## src/sqb_pkg.sv

```systemverilog
// shared constants, types and corner tables for the sprite quad batcher
`default_nettype none
package sqb_pkg;

	localparam int MAX_VERTS   = 4096;
	localparam int NUM_SLOTS   = 16;
	localparam int HANDLE_BITS = 16;

	localparam int COORD_W = 32;
	localparam int TEX_W   = 16;
	localparam int SLOT_W  = 4;
	localparam int BV_W    = 13;
	localparam int BS_W    = 5;

	localparam int QUAD_VERTS = 6;
	localparam int VCNT_W     = $clog2(MAX_VERTS + 1);
	localparam int VCHK_W     = VCNT_W + 1;
	localparam int SCNT_W     = $clog2(NUM_SLOTS + 1);
	localparam int SIDX_W     = (NUM_SLOTS > 1) ? $clog2(NUM_SLOTS) : 1;
	localparam int KEY_W      = (HANDLE_BITS < TEX_W) ? HANDLE_BITS : TEX_W;

	localparam int Q_DEPTH = 2;
	localparam int QPTR_W  = (Q_DEPTH > 1) ? $clog2(Q_DEPTH) : 1;
	localparam int QCNT_W  = $clog2(Q_DEPTH + 1);

	localparam int STEP_W = 3;
	localparam logic [STEP_W-1:0] STEP_FLUSH = 3'd0;
	localparam logic [STEP_W-1:0] STEP_V0    = 3'd1;
	localparam logic [STEP_W-1:0] STEP_LAST  = 3'd6;

	localparam logic CMD_DRAW    = 1'b0;
	localparam logic CMD_EOF     = 1'b1;
	localparam logic KIND_VERTEX = 1'b0;
	localparam logic KIND_FLUSH  = 1'b1;

	typedef struct packed {
		logic                       do_flush;
		logic                       do_quad;
		logic [BV_W-1:0]            flush_verts;
		logic [BS_W-1:0]            flush_slots;
		logic [SLOT_W-1:0]          slot_index;
		logic [TEX_W-1:0]           slot_texture;
		logic signed [COORD_W-1:0]  xaxis_x;
		logic signed [COORD_W-1:0]  xaxis_y;
		logic signed [COORD_W-1:0]  xaxis_z;
		logic signed [COORD_W-1:0]  yaxis_x;
		logic signed [COORD_W-1:0]  yaxis_y;
		logic signed [COORD_W-1:0]  yaxis_z;
		logic signed [COORD_W-1:0]  origin_x;
		logic signed [COORD_W-1:0]  origin_y;
		logic signed [COORD_W-1:0]  origin_z;
	} quad_desc_t;

	typedef struct packed {
		logic                       kind;
		logic signed [COORD_W-1:0]  pos_x;
		logic signed [COORD_W-1:0]  pos_y;
		logic signed [COORD_W-1:0]  pos_z;
		logic                       tex_u;
		logic                       tex_v;
		logic [SLOT_W-1:0]          slot_index;
		logic [TEX_W-1:0]           slot_texture;
		logic [BV_W-1:0]            batch_vertices;
		logic [BS_W-1:0]            batch_slots;
		logic                       last;
	} res_t;

	// corner order 0,1,2,2,3,0 as {u, v} per vertex step
	function automatic logic [1:0] step_uv(input logic [STEP_W-1:0] s);
		logic [1:0] uv;
		unique case (s)
			3'd1: uv = 2'b00;
			3'd2: uv = 2'b10;
			3'd3: uv = 2'b11;
			3'd4: uv = 2'b11;
			3'd5: uv = 2'b01;
			3'd6: uv = 2'b00;
			default: uv = 2'b00;
		endcase
		return uv;
	endfunction

endpackage
`default_nettype wire

```

## src/sprite_quad_batcher_unit.sv

```systemverilog
// top level of the sprite quad batcher
// A draw item yields six vertex items, or seven when a batch flush item comes
// first (vertex budget or texture slot table exhausted); an end-of-frame item
// yields one flush item, or none for an empty batch. The back end sequencer
// sends one item per cycle while a descriptor waits and the output is not stalled.
// The front end takes one item per cycle while its two-entry descriptor queue
// has room. The output register holds each result until it is taken, and the
// back end waits while a result is stalled. There is no startup sweep after reset.
`default_nettype none
module sprite_quad_batcher_unit (
	input  wire logic                               clk,
	input  wire logic                               arst_n,
	input  wire logic                               in_valid,
	output logic                                    in_stall,
	input  wire logic                               cmd,
	input  wire logic signed [sqb_pkg::COORD_W-1:0] xaxis_x,
	input  wire logic signed [sqb_pkg::COORD_W-1:0] xaxis_y,
	input  wire logic signed [sqb_pkg::COORD_W-1:0] xaxis_z,
	input  wire logic signed [sqb_pkg::COORD_W-1:0] yaxis_x,
	input  wire logic signed [sqb_pkg::COORD_W-1:0] yaxis_y,
	input  wire logic signed [sqb_pkg::COORD_W-1:0] yaxis_z,
	input  wire logic signed [sqb_pkg::COORD_W-1:0] origin_x,
	input  wire logic signed [sqb_pkg::COORD_W-1:0] origin_y,
	input  wire logic signed [sqb_pkg::COORD_W-1:0] origin_z,
	input  wire logic [sqb_pkg::TEX_W-1:0]          texture_handle,
	output logic                                    out_valid,
	input  wire logic                               out_stall,
	output logic                                    kind,
	output logic signed [sqb_pkg::COORD_W-1:0]      pos_x,
	output logic signed [sqb_pkg::COORD_W-1:0]      pos_y,
	output logic signed [sqb_pkg::COORD_W-1:0]      pos_z,
	output logic                                    tex_u,
	output logic                                    tex_v,
	output logic [sqb_pkg::SLOT_W-1:0]              slot_index,
	output logic [sqb_pkg::TEX_W-1:0]               slot_texture,
	output logic [sqb_pkg::BV_W-1:0]                batch_vertices,
	output logic [sqb_pkg::BS_W-1:0]                batch_slots,
	output logic                                    last
);

	logic                push;
	sqb_pkg::quad_desc_t push_data;
	logic                q_full;
	logic                pop;
	sqb_pkg::quad_desc_t head;
	logic                q_empty;
	sqb_pkg::res_t       res;

	sqb_front u_front (
		.clk            (clk),
		.arst_n         (arst_n),
		.in_valid       (in_valid),
		.in_stall       (in_stall),
		.cmd            (cmd),
		.xaxis_x        (xaxis_x),
		.xaxis_y        (xaxis_y),
		.xaxis_z        (xaxis_z),
		.yaxis_x        (yaxis_x),
		.yaxis_y        (yaxis_y),
		.yaxis_z        (yaxis_z),
		.origin_x       (origin_x),
		.origin_y       (origin_y),
		.origin_z       (origin_z),
		.texture_handle (texture_handle),
		.push           (push),
		.push_data      (push_data),
		.q_full         (q_full)
	);

	sqb_queue u_queue (
		.clk       (clk),
		.arst_n    (arst_n),
		.push      (push),
		.push_data (push_data),
		.full      (q_full),
		.pop       (pop),
		.pop_data  (head),
		.empty     (q_empty)
	);

	sqb_back u_back (
		.clk        (clk),
		.arst_n     (arst_n),
		.head       (head),
		.head_empty (q_empty),
		.pop        (pop),
		.out_valid  (out_valid),
		.out_stall  (out_stall),
		.res        (res)
	);

	assign kind           = res.kind;
	assign pos_x          = res.pos_x;
	assign pos_y          = res.pos_y;
	assign pos_z          = res.pos_z;
	assign tex_u          = res.tex_u;
	assign tex_v          = res.tex_v;
	assign slot_index     = res.slot_index;
	assign slot_texture   = res.slot_texture;
	assign batch_vertices = res.batch_vertices;
	assign batch_slots    = res.batch_slots;
	assign last           = res.last;

endmodule
`default_nettype wire

```

## src/sqb_front.sv

```systemverilog
// front end: accepts commands, tracks batch counts and slot table, builds work descriptors
`default_nettype none
module sqb_front (
	input  wire logic                               clk,
	input  wire logic                               arst_n,
	input  wire logic                               in_valid,
	output logic                                    in_stall,
	input  wire logic                               cmd,
	input  wire logic signed [sqb_pkg::COORD_W-1:0] xaxis_x,
	input  wire logic signed [sqb_pkg::COORD_W-1:0] xaxis_y,
	input  wire logic signed [sqb_pkg::COORD_W-1:0] xaxis_z,
	input  wire logic signed [sqb_pkg::COORD_W-1:0] yaxis_x,
	input  wire logic signed [sqb_pkg::COORD_W-1:0] yaxis_y,
	input  wire logic signed [sqb_pkg::COORD_W-1:0] yaxis_z,
	input  wire logic signed [sqb_pkg::COORD_W-1:0] origin_x,
	input  wire logic signed [sqb_pkg::COORD_W-1:0] origin_y,
	input  wire logic signed [sqb_pkg::COORD_W-1:0] origin_z,
	input  wire logic [sqb_pkg::TEX_W-1:0]          texture_handle,
	output logic                                    push,
	output sqb_pkg::quad_desc_t                     push_data,
	input  wire logic                               q_full
);

	logic [sqb_pkg::VCNT_W-1:0] vcount_q;
	logic [sqb_pkg::SCNT_W-1:0] slots_q;
	logic [sqb_pkg::KEY_W-1:0]  table_q [sqb_pkg::NUM_SLOTS];

	logic                        accept;
	logic [sqb_pkg::KEY_W-1:0]   key;
	logic [sqb_pkg::NUM_SLOTS-1:0] hit;
	logic [sqb_pkg::SIDX_W-1:0]  hit_idx;
	logic                        vc_over;
	logic                        found;
	logic                        slot_full;
	logic                        do_flush;
	logic [sqb_pkg::SCNT_W-1:0]  base_slots;
	logic [sqb_pkg::SIDX_W-1:0]  slot_sel;
	logic [sqb_pkg::VCNT_W-1:0]  vcount_d;
	logic [sqb_pkg::SCNT_W-1:0]  slots_d;

	assign in_stall = q_full;
	assign accept   = in_valid && !q_full;
	assign key      = texture_handle[sqb_pkg::KEY_W-1:0];

	always_comb begin
		hit     = '0;
		hit_idx = '0;
		for (int i = 0; i < sqb_pkg::NUM_SLOTS; i++) begin
			hit[i] = (sqb_pkg::SCNT_W'(i) < slots_q) && (table_q[i] == key);
		end
		for (int i = sqb_pkg::NUM_SLOTS - 1; i >= 0; i--) begin
			if (hit[i]) begin
				hit_idx = sqb_pkg::SIDX_W'(i);
			end
		end
	end

	always_comb begin
		vc_over    = (sqb_pkg::VCHK_W'(vcount_q) + sqb_pkg::VCHK_W'(sqb_pkg::QUAD_VERTS))
		             > sqb_pkg::VCHK_W'(sqb_pkg::MAX_VERTS);
		found      = (|hit) && !vc_over;
		slot_full  = !found && !vc_over && (slots_q >= sqb_pkg::SCNT_W'(sqb_pkg::NUM_SLOTS));
		base_slots = (vc_over || slot_full) ? '0 : slots_q;
		slot_sel   = found ? hit_idx : base_slots[sqb_pkg::SIDX_W-1:0];
		if (cmd == sqb_pkg::CMD_EOF) begin
			do_flush = (vcount_q != '0);
			vcount_d = '0;
			slots_d  = '0;
		end else begin
			do_flush = vc_over || slot_full;
			vcount_d = (do_flush ? '0 : vcount_q) + sqb_pkg::VCNT_W'(sqb_pkg::QUAD_VERTS);
			slots_d  = base_slots + sqb_pkg::SCNT_W'(!found);
		end
	end

	assign push = accept && ((cmd == sqb_pkg::CMD_DRAW) || (vcount_q != '0));

	always_comb begin
		push_data              = '0;
		push_data.do_flush     = do_flush;
		push_data.do_quad      = (cmd == sqb_pkg::CMD_DRAW);
		push_data.flush_verts  = sqb_pkg::BV_W'(vcount_q);
		push_data.flush_slots  = sqb_pkg::BS_W'(slots_q);
		push_data.slot_index   = sqb_pkg::SLOT_W'(slot_sel);
		push_data.slot_texture = sqb_pkg::TEX_W'(key);
		push_data.xaxis_x      = xaxis_x;
		push_data.xaxis_y      = xaxis_y;
		push_data.xaxis_z      = xaxis_z;
		push_data.yaxis_x      = yaxis_x;
		push_data.yaxis_y      = yaxis_y;
		push_data.yaxis_z      = yaxis_z;
		push_data.origin_x     = origin_x;
		push_data.origin_y     = origin_y;
		push_data.origin_z     = origin_z;
	end

	always_ff @(posedge clk or negedge arst_n) begin
		if (!arst_n) begin
			vcount_q <= '0;
			slots_q  <= '0;
		end else if (accept) begin
			vcount_q <= vcount_d;
			slots_q  <= slots_d;
		end
	end

	always_ff @(posedge clk) begin
		if (accept && (cmd == sqb_pkg::CMD_DRAW) && !found) begin
			table_q[slot_sel] <= key;
		end
	end

	a_vcount_bound: assert property (@(posedge clk) disable iff (!arst_n)
		vcount_q <= sqb_pkg::VCNT_W'(sqb_pkg::MAX_VERTS))
		else $error("vertex count above budget");

	a_slots_bound: assert property (@(posedge clk) disable iff (!arst_n)
		slots_q <= sqb_pkg::SCNT_W'(sqb_pkg::NUM_SLOTS))
		else $error("slot count above table size");

	a_draw_counts: assert property (@(posedge clk) disable iff (!arst_n)
		(accept && cmd == sqb_pkg::CMD_DRAW) |=> (vcount_q != '0 && slots_q != '0))
		else $error("draw left an empty batch");

endmodule
`default_nettype wire

```

## src/sqb_queue.sv

```systemverilog
// short descriptor queue between front and back
`default_nettype none
module sqb_queue (
	input  wire logic                clk,
	input  wire logic                arst_n,
	input  wire logic                push,
	input  wire sqb_pkg::quad_desc_t push_data,
	output logic                     full,
	input  wire logic                pop,
	output sqb_pkg::quad_desc_t      pop_data,
	output logic                     empty
);

	sqb_pkg::quad_desc_t          mem_q [sqb_pkg::Q_DEPTH];
	logic [sqb_pkg::QPTR_W-1:0]   wr_ptr_q;
	logic [sqb_pkg::QPTR_W-1:0]   rd_ptr_q;
	logic [sqb_pkg::QCNT_W-1:0]   count_q;
	logic                         do_push;
	logic                         do_pop;

	assign full     = (count_q == sqb_pkg::QCNT_W'(sqb_pkg::Q_DEPTH));
	assign empty    = (count_q == '0);
	assign do_push  = push && !full;
	assign do_pop   = pop && !empty;
	assign pop_data = mem_q[rd_ptr_q];

	function automatic logic [sqb_pkg::QPTR_W-1:0] ptr_inc(input logic [sqb_pkg::QPTR_W-1:0] p);
		return (p == sqb_pkg::QPTR_W'(sqb_pkg::Q_DEPTH - 1)) ? '0 : p + 1'b1;
	endfunction

	always_ff @(posedge clk or negedge arst_n) begin
		if (!arst_n) begin
			wr_ptr_q <= '0;
			rd_ptr_q <= '0;
			count_q  <= '0;
		end else begin
			if (do_push) begin
				wr_ptr_q <= ptr_inc(wr_ptr_q);
			end
			if (do_pop) begin
				rd_ptr_q <= ptr_inc(rd_ptr_q);
			end
			if (do_push && !do_pop) begin
				count_q <= count_q + 1'b1;
			end else if (do_pop && !do_push) begin
				count_q <= count_q - 1'b1;
			end
		end
	end

	always_ff @(posedge clk) begin
		if (do_push) begin
			mem_q[wr_ptr_q] <= push_data;
		end
	end

	a_no_overflow: assert property (@(posedge clk) disable iff (!arst_n)
		push |-> !full)
		else $error("push into full queue");

	a_no_underflow: assert property (@(posedge clk) disable iff (!arst_n)
		pop |-> !empty)
		else $error("pop from empty queue");

	a_count_bound: assert property (@(posedge clk) disable iff (!arst_n)
		count_q <= sqb_pkg::QCNT_W'(sqb_pkg::Q_DEPTH))
		else $error("queue count above depth");

endmodule
`default_nettype wire

```

## src/sqb_back.sv

```systemverilog
// back end: emits flush and/or six vertices per descriptor into the output register
`default_nettype none
module sqb_back (
	input  wire logic                clk,
	input  wire logic                arst_n,
	input  wire sqb_pkg::quad_desc_t head,
	input  wire logic                head_empty,
	output logic                     pop,
	output logic                     out_valid,
	input  wire logic                out_stall,
	output sqb_pkg::res_t            res
);

	logic [sqb_pkg::STEP_W-1:0] step_q;
	logic [sqb_pkg::STEP_W-1:0] cur;
	logic                       is_last;
	logic                       load;
	logic [1:0]                 uv;
	logic                       out_valid_q;
	sqb_pkg::res_t              res_q;
	sqb_pkg::res_t              res_d;

	function automatic logic signed [sqb_pkg::COORD_W:0] half_term(
		input logic signed [sqb_pkg::COORD_W-1:0] a,
		input logic                               positive
	);
		logic signed [sqb_pkg::COORD_W:0] t;
		t = positive ? {a[sqb_pkg::COORD_W-1], a} : -{a[sqb_pkg::COORD_W-1], a};
		return t >>> 1;
	endfunction

	function automatic logic signed [sqb_pkg::COORD_W-1:0] vert_coord(
		input logic signed [sqb_pkg::COORD_W-1:0] o,
		input logic signed [sqb_pkg::COORD_W-1:0] ax,
		input logic signed [sqb_pkg::COORD_W-1:0] ay,
		input logic                               xp,
		input logic                               yp
	);
		logic signed [sqb_pkg::COORD_W+1:0] sum;
		logic signed [sqb_pkg::COORD_W-1:0] r;
		sum = {{2{o[sqb_pkg::COORD_W-1]}}, o}
		    + (sqb_pkg::COORD_W+2)'(half_term(ax, xp))
		    + (sqb_pkg::COORD_W+2)'(half_term(ay, yp));
		if (sum[sqb_pkg::COORD_W+1:sqb_pkg::COORD_W-1] == 3'b000
		    || sum[sqb_pkg::COORD_W+1:sqb_pkg::COORD_W-1] == 3'b111) begin
			r = sum[sqb_pkg::COORD_W-1:0];
		end else if (!sum[sqb_pkg::COORD_W+1]) begin
			r = {1'b0, {(sqb_pkg::COORD_W-1){1'b1}}};
		end else begin
			r = {1'b1, {(sqb_pkg::COORD_W-1){1'b0}}};
		end
		return r;
	endfunction

	assign cur     = (step_q == sqb_pkg::STEP_FLUSH && !head.do_flush) ? sqb_pkg::STEP_V0 : step_q;
	assign is_last = head.do_quad ? (cur == sqb_pkg::STEP_LAST) : 1'b1;
	assign load    = !head_empty && (!out_valid_q || !out_stall);
	assign pop     = load && is_last;
	assign uv      = sqb_pkg::step_uv(cur);

	always_comb begin
		res_d      = '0;
		res_d.last = is_last;
		if (cur == sqb_pkg::STEP_FLUSH) begin
			res_d.kind           = sqb_pkg::KIND_FLUSH;
			res_d.batch_vertices = head.flush_verts;
			res_d.batch_slots    = head.flush_slots;
		end else begin
			res_d.kind         = sqb_pkg::KIND_VERTEX;
			res_d.pos_x        = vert_coord(head.origin_x, head.xaxis_x, head.yaxis_x, uv[1], uv[0]);
			res_d.pos_y        = vert_coord(head.origin_y, head.xaxis_y, head.yaxis_y, uv[1], uv[0]);
			res_d.pos_z        = vert_coord(head.origin_z, head.xaxis_z, head.yaxis_z, uv[1], uv[0]);
			res_d.tex_u        = uv[1];
			res_d.tex_v        = uv[0];
			res_d.slot_index   = head.slot_index;
			res_d.slot_texture = head.slot_texture;
		end
	end

	always_ff @(posedge clk or negedge arst_n) begin
		if (!arst_n) begin
			step_q      <= sqb_pkg::STEP_FLUSH;
			out_valid_q <= 1'b0;
		end else begin
			if (load) begin
				step_q      <= is_last ? sqb_pkg::STEP_FLUSH : cur + 1'b1;
				out_valid_q <= 1'b1;
			end else if (!out_stall) begin
				out_valid_q <= 1'b0;
			end
		end
	end

	always_ff @(posedge clk) begin
		if (load) begin
			res_q <= res_d;
		end
	end

	assign out_valid = out_valid_q;
	assign res       = res_q;

	a_step_bound: assert property (@(posedge clk) disable iff (!arst_n)
		step_q <= sqb_pkg::STEP_LAST)
		else $error("vertex step out of range");

	a_flush_nonempty: assert property (@(posedge clk) disable iff (!arst_n)
		(out_valid && res.kind == sqb_pkg::KIND_FLUSH) |-> (res.batch_vertices != '0))
		else $error("flush of an empty batch");

	a_last_corner: assert property (@(posedge clk) disable iff (!arst_n)
		(out_valid && res.kind == sqb_pkg::KIND_VERTEX && res.last) |-> (!res.tex_u && !res.tex_v))
		else $error("quad does not close on its first corner");

endmodule
`default_nettype wire

```

## config.mk

```make
export PLATFORM = sky130hd
export DESIGN_NAME = sprite_quad_batcher_unit
export DESIGN_NICKNAME = d
export VERILOG_FILES = /design/src/sqb_pkg.sv /design/src/sprite_quad_batcher_unit.sv /design/src/sqb_front.sv /design/src/sqb_queue.sv /design/src/sqb_back.sv
export SDC_FILE = /design/constraint.sdc
export NUM_CORES = 2
export LEC_CHECK = 0
export ABC_AREA = 1
export BUFFER_PORTS_ARGS = -buffer_cell sky130_fd_sc_hd__buf_2
export CAP_MARGIN = 20
export CORE_MARGIN = 5
export CORE_UTILIZATION = 48
export CTS_CLUSTER_DIAMETER = 150
export DETAILED_ROUTE_END_ITERATION = 10
export GPL_ROUTABILITY_DRIVEN = 0
export PLACE_DENSITY = 0.64
export SETUP_SLACK_MARGIN = 0.2
export SYNTH_ARGS = -nofsm -noshare
export SYNTH_HDL_FRONTEND = slang
export SYNTH_SLANG_ARGS = --single-unit
export TNS_END_PERCENT = 5
```

## constraint.sdc

```tcl
create_clock -name clk -period 18.2 [get_ports clk]
set_clock_uncertainty 0.15 [all_clocks]
set_input_delay 0.91 -clock clk [delete_from_list [all_inputs] [get_ports clk]]
set_output_delay 0.91 -clock clk [all_outputs]
set_load 0.01 [all_outputs]
```

# ---- Word-level counts from Yosys, hierarchy flattened
# Memory sizes are Yosys's and may differ from the RTL's.
# Index checks and enable logic that the tools add are counted.
dict set report word_totals {
  reg_bits 164
  latch_bits 0
  mem_bits_rw 912
  rom_bits 0
  inputBits 309
  wordCells 189
  n_memories 2
}
# name depth word_bits rd rd_ports_with_merged_regs wr line_no
set memory_table {}
lappend memory_table {u_queue.mem_q 2 328 1 0 1 sqb_queue.sv:14} ;# sqb_pkg::quad_desc_t mem_q [sqb_pkg::Q_DEPTH];
lappend memory_table {u_front.table_q 16 16 16 0 1 sqb_front.sv:26} ;# logic [sqb_pkg::KEY_W-1:0] table_q [sqb_pkg::NUM_SLOTS];
dict set report op_classes {
  add_sub_neg 20
  mul 0
  n_div 0
  n_lt_le_gt_ge 18
  eq_ne 26
  shifts 0
  mux 49
  bitwise_logic 1
  n_reduce_logical 55
}
# op count
set ops {}
lappend ops {{16-bit equality test} 16}
lappend ops {{33-bit 2-to-1 mux} 6}
lappend ops {{33-bit negation} 6}
lappend ops {{32-bit 2-to-1 mux} 6}
lappend ops {{34-bit adder} 3}
lappend ops {{32-bit by 32-bit adder with 33-bit output} 3}
lappend ops {{4-bit 2-to-1 mux} 17}
lappend ops {{4-bit by 5-bit < comparator with 1-bit output (first input constant)} 8}
lappend ops {{1-bit logical AND} 30}
lappend ops {{13-bit 2-to-1 mux} 2}
lappend ops {{3-bit by 5-bit < comparator with 1-bit output (first input constant)} 4}
lappend ops {{3-bit equality test (second input constant)} 6}
lappend ops {{16-bit OR reduction} 1}
lappend ops {{3-bit logical NOT} 5}
lappend ops {{13-bit by 3-bit adder with 14-bit output (second input constant)} 1}
lappend ops {{14-bit by 13-bit greater-than comparator with 1-bit output (second input constant)} 1}
lappend ops {{13-bit by 3-bit adder with 13-bit output (second input constant)} 1}
lappend ops {{13-bit nonzero test} 1}
lappend ops {{1-bit 2-to-1 mux} 11}
lappend ops {{1-bit by 5-bit < comparator with 1-bit output (first input constant)} 2}
lappend ops {{2-bit by 5-bit < comparator with 1-bit output (first input constant)} 2}
lappend ops {{5-bit 2-to-1 mux} 2}
lappend ops {{1-bit logical NOT} 9}
lappend ops {{3-bit by 2-bit equality test with 1-bit output (second input constant)} 2}
lappend ops {{other kinds (16)} 24}

# ---- Depth between registers and ports, before layout
dict set report logic_depth {
  word_depth 19
  depth_mapped 45
}

# ---- Modules after synthesis
# Synthesis repeated with hierarchy kept, for this count alone.
dict set report unflattened {
  cells_unflattened 6299
  area_unflattened_um2 59817.4
}
# module n_inst cells_each area_per_inst_um2 seq_area_each_um2
set modules_own_cells {}
lappend modules_own_cells {sqb_queue 1 1745 24238.2 19799.0}
lappend modules_own_cells {sqb_back 1 3017 19996.7 4244.1}
lappend modules_own_cells {sqb_front 1 1537 15582.4 8112.8}

# ---- Worst setup path after synthesis
# OpenSTA, ideal clock, no wires.
dict set report synth_timing {
  path_kind {in2reg}
  from {input port cmd}
  to {memory u_queue.mem_q[1][0] (netlist name) (enable)}
  setup_ps 1023
  t_arrival_ps 14967
  t_required_ps 17027
  path_slack_ps 2060
  stages 7
  path_buffers 0
  cell_sequence {inv_1 > nor2_1 > nand4_1 > nor3_1 > nor2_1 > inv_1 > nor2_1}
}
dict set report synth_via {
  elab_chain_len 6
}
# item line_no
set synth_rtl {}
lappend synth_rtl {{from (decl)} sprite_quad_batcher_unit.sv:15} ;# input wire logic cmd,
lappend synth_rtl {{1-bit NOT} sqb_front.sv:76} ;# assign push = accept && ((cmd == sqb_pkg::CMD_DRAW) || (vcount_q != '0));
lappend synth_rtl {{1-bit logical OR} sqb_front.sv:76}
lappend synth_rtl {{1-bit logical AND} sqb_front.sv:76}
lappend synth_rtl {{1-bit logical AND} sqb_queue.sv:23} ;# assign do_push = push && !full;
lappend synth_rtl {{net u_queue.do_push} sqb_queue.sv:18} ;# logic do_push;
lappend synth_rtl {{1-bit 2-to-1 mux} sqb_queue.sv:52} ;# if (do_push) begin
lappend synth_rtl {{1-bit 2-to-1 mux (implied by the code)} sqb_queue.sv:53} ;# mem_q[wr_ptr_q] <= push_data;
lappend synth_rtl {{to (decl)} sqb_queue.sv:14}
# The timed path passes the listed nets, and every way through them passes these cells.

# ---- Worst setup path in the final report
dict set report layout_timing {
  from {register u_queue.rd_ptr_q}
  to {register u_back.res_q (netlist bit u_back.res[117]), data pin}
}
dict set report layout_via {
  elab_chain_len 13
  elab_cells_between_ends 22
  cone_classes {add/sub (4); eq/ne (5); mux (6); reduce/logical (6); memory (1)}
}
# item line_no
set layout_rtl {}
lappend layout_rtl {{from (decl)} sqb_queue.sv:16} ;# logic [sqb_pkg::QPTR_W-1:0] rd_ptr_q;
lappend layout_rtl {{from (signal assigned)} sqb_queue.sv:41} ;# rd_ptr_q <= ptr_inc(rd_ptr_q);
lappend layout_rtl {{memory read 2 x 328 bit (*)} -}
lappend layout_rtl {{parallel branches: the longest is 12 deep, another holds 34-bit adder} -}
lappend layout_rtl {{to (signal assigned)} sqb_back.sv:96} ;# res_q <= res_d;
lappend layout_rtl {{to (decl)} sqb_back.sv:20} ;# sqb_pkg::res_t res_q;
# Every way passes the cells marked *.
# A chain may end at the register's enable or synchronous reset.

==> flow_metrics.env <==
export IMPL_cp_startpoint="u_queue.rd_ptr_q"
export IMPL_relSlewSlack=0.281
export IMPL_drtPass1Iterations=5
export IMPL_root_buffer="clkbuf_16"
export IMPL_syn_inst=5515
export IMPL_status="complete, no violations"
export IMPL_yosys_most_used_dff="edfxtp_1"
export IMPL_clk_latency_ns=0.70
export IMPL_clock_sinks=1072
export IMPL_num_rows=125
export IMPL_worstPathMaxFanout=110
export IMPL_die_w_um=353
export IMPL_cpPeakStageDelay_ns=0.69
export IMPL_grt_util_met3=0.0365
export IMPL_grt_setup_unrepaired="false"
export IMPL_finalHoldViolations=0
export IMPL_die_area_mm2=0.125
export IMPL_grt_antenna_before_repair=20
export IMPL_maxSlewViolCount=0
export IMPL_period_share=0.450
export IMPL_ys_seq_elements=1072
export IMPL_drt_antenna_violating_nets=0
export IMPL_drive_above_1_share=0.139
export IMPL_fp_dieH_um=353
export IMPL_met1_usage=0.322
export IMPL_ctsHoldBuffers=0
export IMPL_setup_viol=0
export IMPL_layout_common_cells="1272 x nand2_1, 1047 x edfxtp_1, 527 x inv_1"
export IMPL_overflow=0
export IMPL_wire_per_inst_um=20.1
export IMPL_io_buffers=447
export IMPL_clock_path_buffers=3
export IMPL_track_usage=0.239
export IMPL_postCtsSetupRepairBufs=0
export IMPL_fill_cells=10066
export IMPL_use_met2=0.403
export IMPL_via_per_inst=5.33
export IMPL_worst_pin_slew_ns=1.08
export IMPL_async_reset_ff_frac=0.0233
export IMPL_path_class="reg2reg"
export IMPL_startpoint_type="flip-flop"
export IMPL_clkTransAtPathRegs_ns=0.06
export IMPL_drt_iter0_drc=3897
export IMPL_grt_pass1_vias=39322
export IMPL_numCtsBuffers=111
export IMPL_synth_distinct_cells=66
export IMPL_nNetsFinal=6505
export IMPL_io_pins=449
export IMPL_synth_edff_count=1047
export IMPL_htreeDepth=3
export IMPL_layout_commonest_cell="nand2_1"
export IMPL_synth_nets=6039
export IMPL_grt_pass1_wl_um=231000
export IMPL_synth_seq_area_share=0.568
export IMPL_period_minus_slack_ns=8.20
export IMPL_postSynthAreaPerCell_um2=10.2
export IMPL_hpwlAfterDp_um=110000
export IMPL_tns_ns=0
export IMPL_hp_class="in2async"
export IMPL_worst_ep_arrival_time_ns=8.57
export IMPL_crit_top_cell="a21oi_1"
export IMPL_core_area_mm2=0.117
export IMPL_r2r_start="u_queue.rd_ptr_q"
export IMPL_cts_resized=0
export IMPL_area_delta_synth_final_pct=13.3
export IMPL_cts_tree="yes"
export IMPL_dpl_worst_slack_ns=10.04
export IMPL_crit_path_end_kind="flip-flop"
export IMPL_drt_total_wl_um=153000
export IMPL_drc=0
export IMPL_grt_max_degree=140
export IMPL_fmax_ghz=0.122
export IMPL_start_util=0.484
export IMPL_dr_total_vias=40590
export IMPL_fin_ws_ns=10.00
export IMPL_busiest_layer="met2"
export IMPL_cap_violations=0
export IMPL_worst_ep_required_time_ns=18.57
export IMPL_cp_slowest_cell="nand2_1"
export IMPL_syn_area_mm2=0.0565
export IMPL_yosysWarnings=0
## through the flow
step | instances | hold WS [ns] | util | cell area (um^2)
after floorplan | 5515 | 0.290 | - | 56500
after global placement | 7389 | 0.342 | 0.518 | 60400
after detailed placement | 7390 | 0.346 | 0.518 | 60400
after CTS | 7598 | 0.115 | 0.548 | 63900
after global routing | 7602 | 0.149 | 0.549 | 63900
final | 7616 | 0.157 | 0.549 | 64000
## cell type report
class | instances | area (um^2) | area share
inverter | 562 | 2120 | 0.0332
timing repair buffer | 505 | 2770 | 0.0433
multi-input combinational | 3729 | 21500 | 0.337
sequential | 1072 | 32100 | 0.501
antenna | 16 | 40.0 | 0.000626
tap | 1524 | 1910 | 0.0298
clock buffer | 151 | 3040 | 0.0475
clock inverter | 57 | 478 | 0.00747
## registers in the layout, indices dropped and copies added (netlist names)
signal            flops
u_queue.wr_ptr_q      1
u_queue.rd_ptr_q      1
u_back.step_q         3
u_queue.mem_q       654
u_back.res          137
u_front.table_q     256
u_queue.count_q       2
u_front.slots_q       5
u_front.vcount_q     12
u_back.out_valid      1
## synth_stat cells (4+ instances only)
library cell  instances  area [um^2]
o22ai_1              28          175
a21boi_1              5         37.5
buf_2                54          270
a31oi_1              35          219
o221ai_1              5         43.8
fa_1                  6          120
nand3_1             110          551
buf_6                10          113
nor3_2               19          190
o21a_1               18          135
mux2i_1              96          961
or2_2                68          425
dfrtp_1              25          626
o2111ai_1             4         35.0
clkbuf_1             71          267
nor2_1              403         1510
or2_1                24          150
nand4_1              66          413
a211oi_1              7         52.6
o31ai_1              14          105
o211ai_1             11         82.6
xor2_1              353         3090
o21ai_2              15          131
o21bai_1             13         97.6
nand3b_1             11         82.6
a21o_1               16          120
nand2_1            1274         4780
or2_0                18          113
nor2_2               12         75.1
o21ai_0             238         1190
ha_1                209         2620
o21ai_1              47          235
a21boi_0             14          105
inv_2                30          113
buf_4                15          113
nor4_1                9         56.3
inv_1               531         1990
xnor2_1             138         1210
edfxtp_1           1047        31400
a21oi_1             352         1760
nor3_1               53          265
## routing by layer
layer,vias up,routed length [um]
li1,19750,-
met1,19341,65600
met2,1279,73400
met3,218,10200
met4,2,4030
met5,-,9
## worst max-delay path, delay by kind of cell (launching register included)
family | cells | cell delay, ns
simple gates | 8 | 1.42
xor+xnor | 2 | 0.35
compound gates | 15 | 2.88
flops | 1 | 0.59
fa+ha+maj | 4 | 1.32
buf+inv | 2 | 1.16
## kinds of logic (layout without fill, tap and decap cells)
group | Yosys count | in the layout | share of synthesized area
mux | 98 | 98 | 0.0175
simple gates | 2085 | 2085 | 0.156
fa+ha+maj | 215 | 215 | 0.0485
flops | 1072 | 1072 | 0.568
other cells | 1 | 17 | 0.0000664
compound gates | 839 | 839 | 0.0830
buf+inv | 714 | 1275 | 0.0511
xor+xnor | 491 | 491 | 0.0762
## final timing paths
kind | endpoint | slack (ns) | cells after the start
max in group asynchronous | u_queue.rd_ptr_q | 17.18 | 1
min in group clk | u_queue.mem_q[0][270] | 0.24 | 1
hold reg to reg | u_back.out_valid | 0.36 | 2
setup reg to reg | u_back.res[117] | 10.00 | 31
hold / removal | u_front.vcount_q[2] | 0.16 | 1
setup / recovery | u_back.res[117] | 10.00 | 31
Power is not shown: default switching activity piles up to over one toggle a cycle in this logic, so the estimate is an artifact.
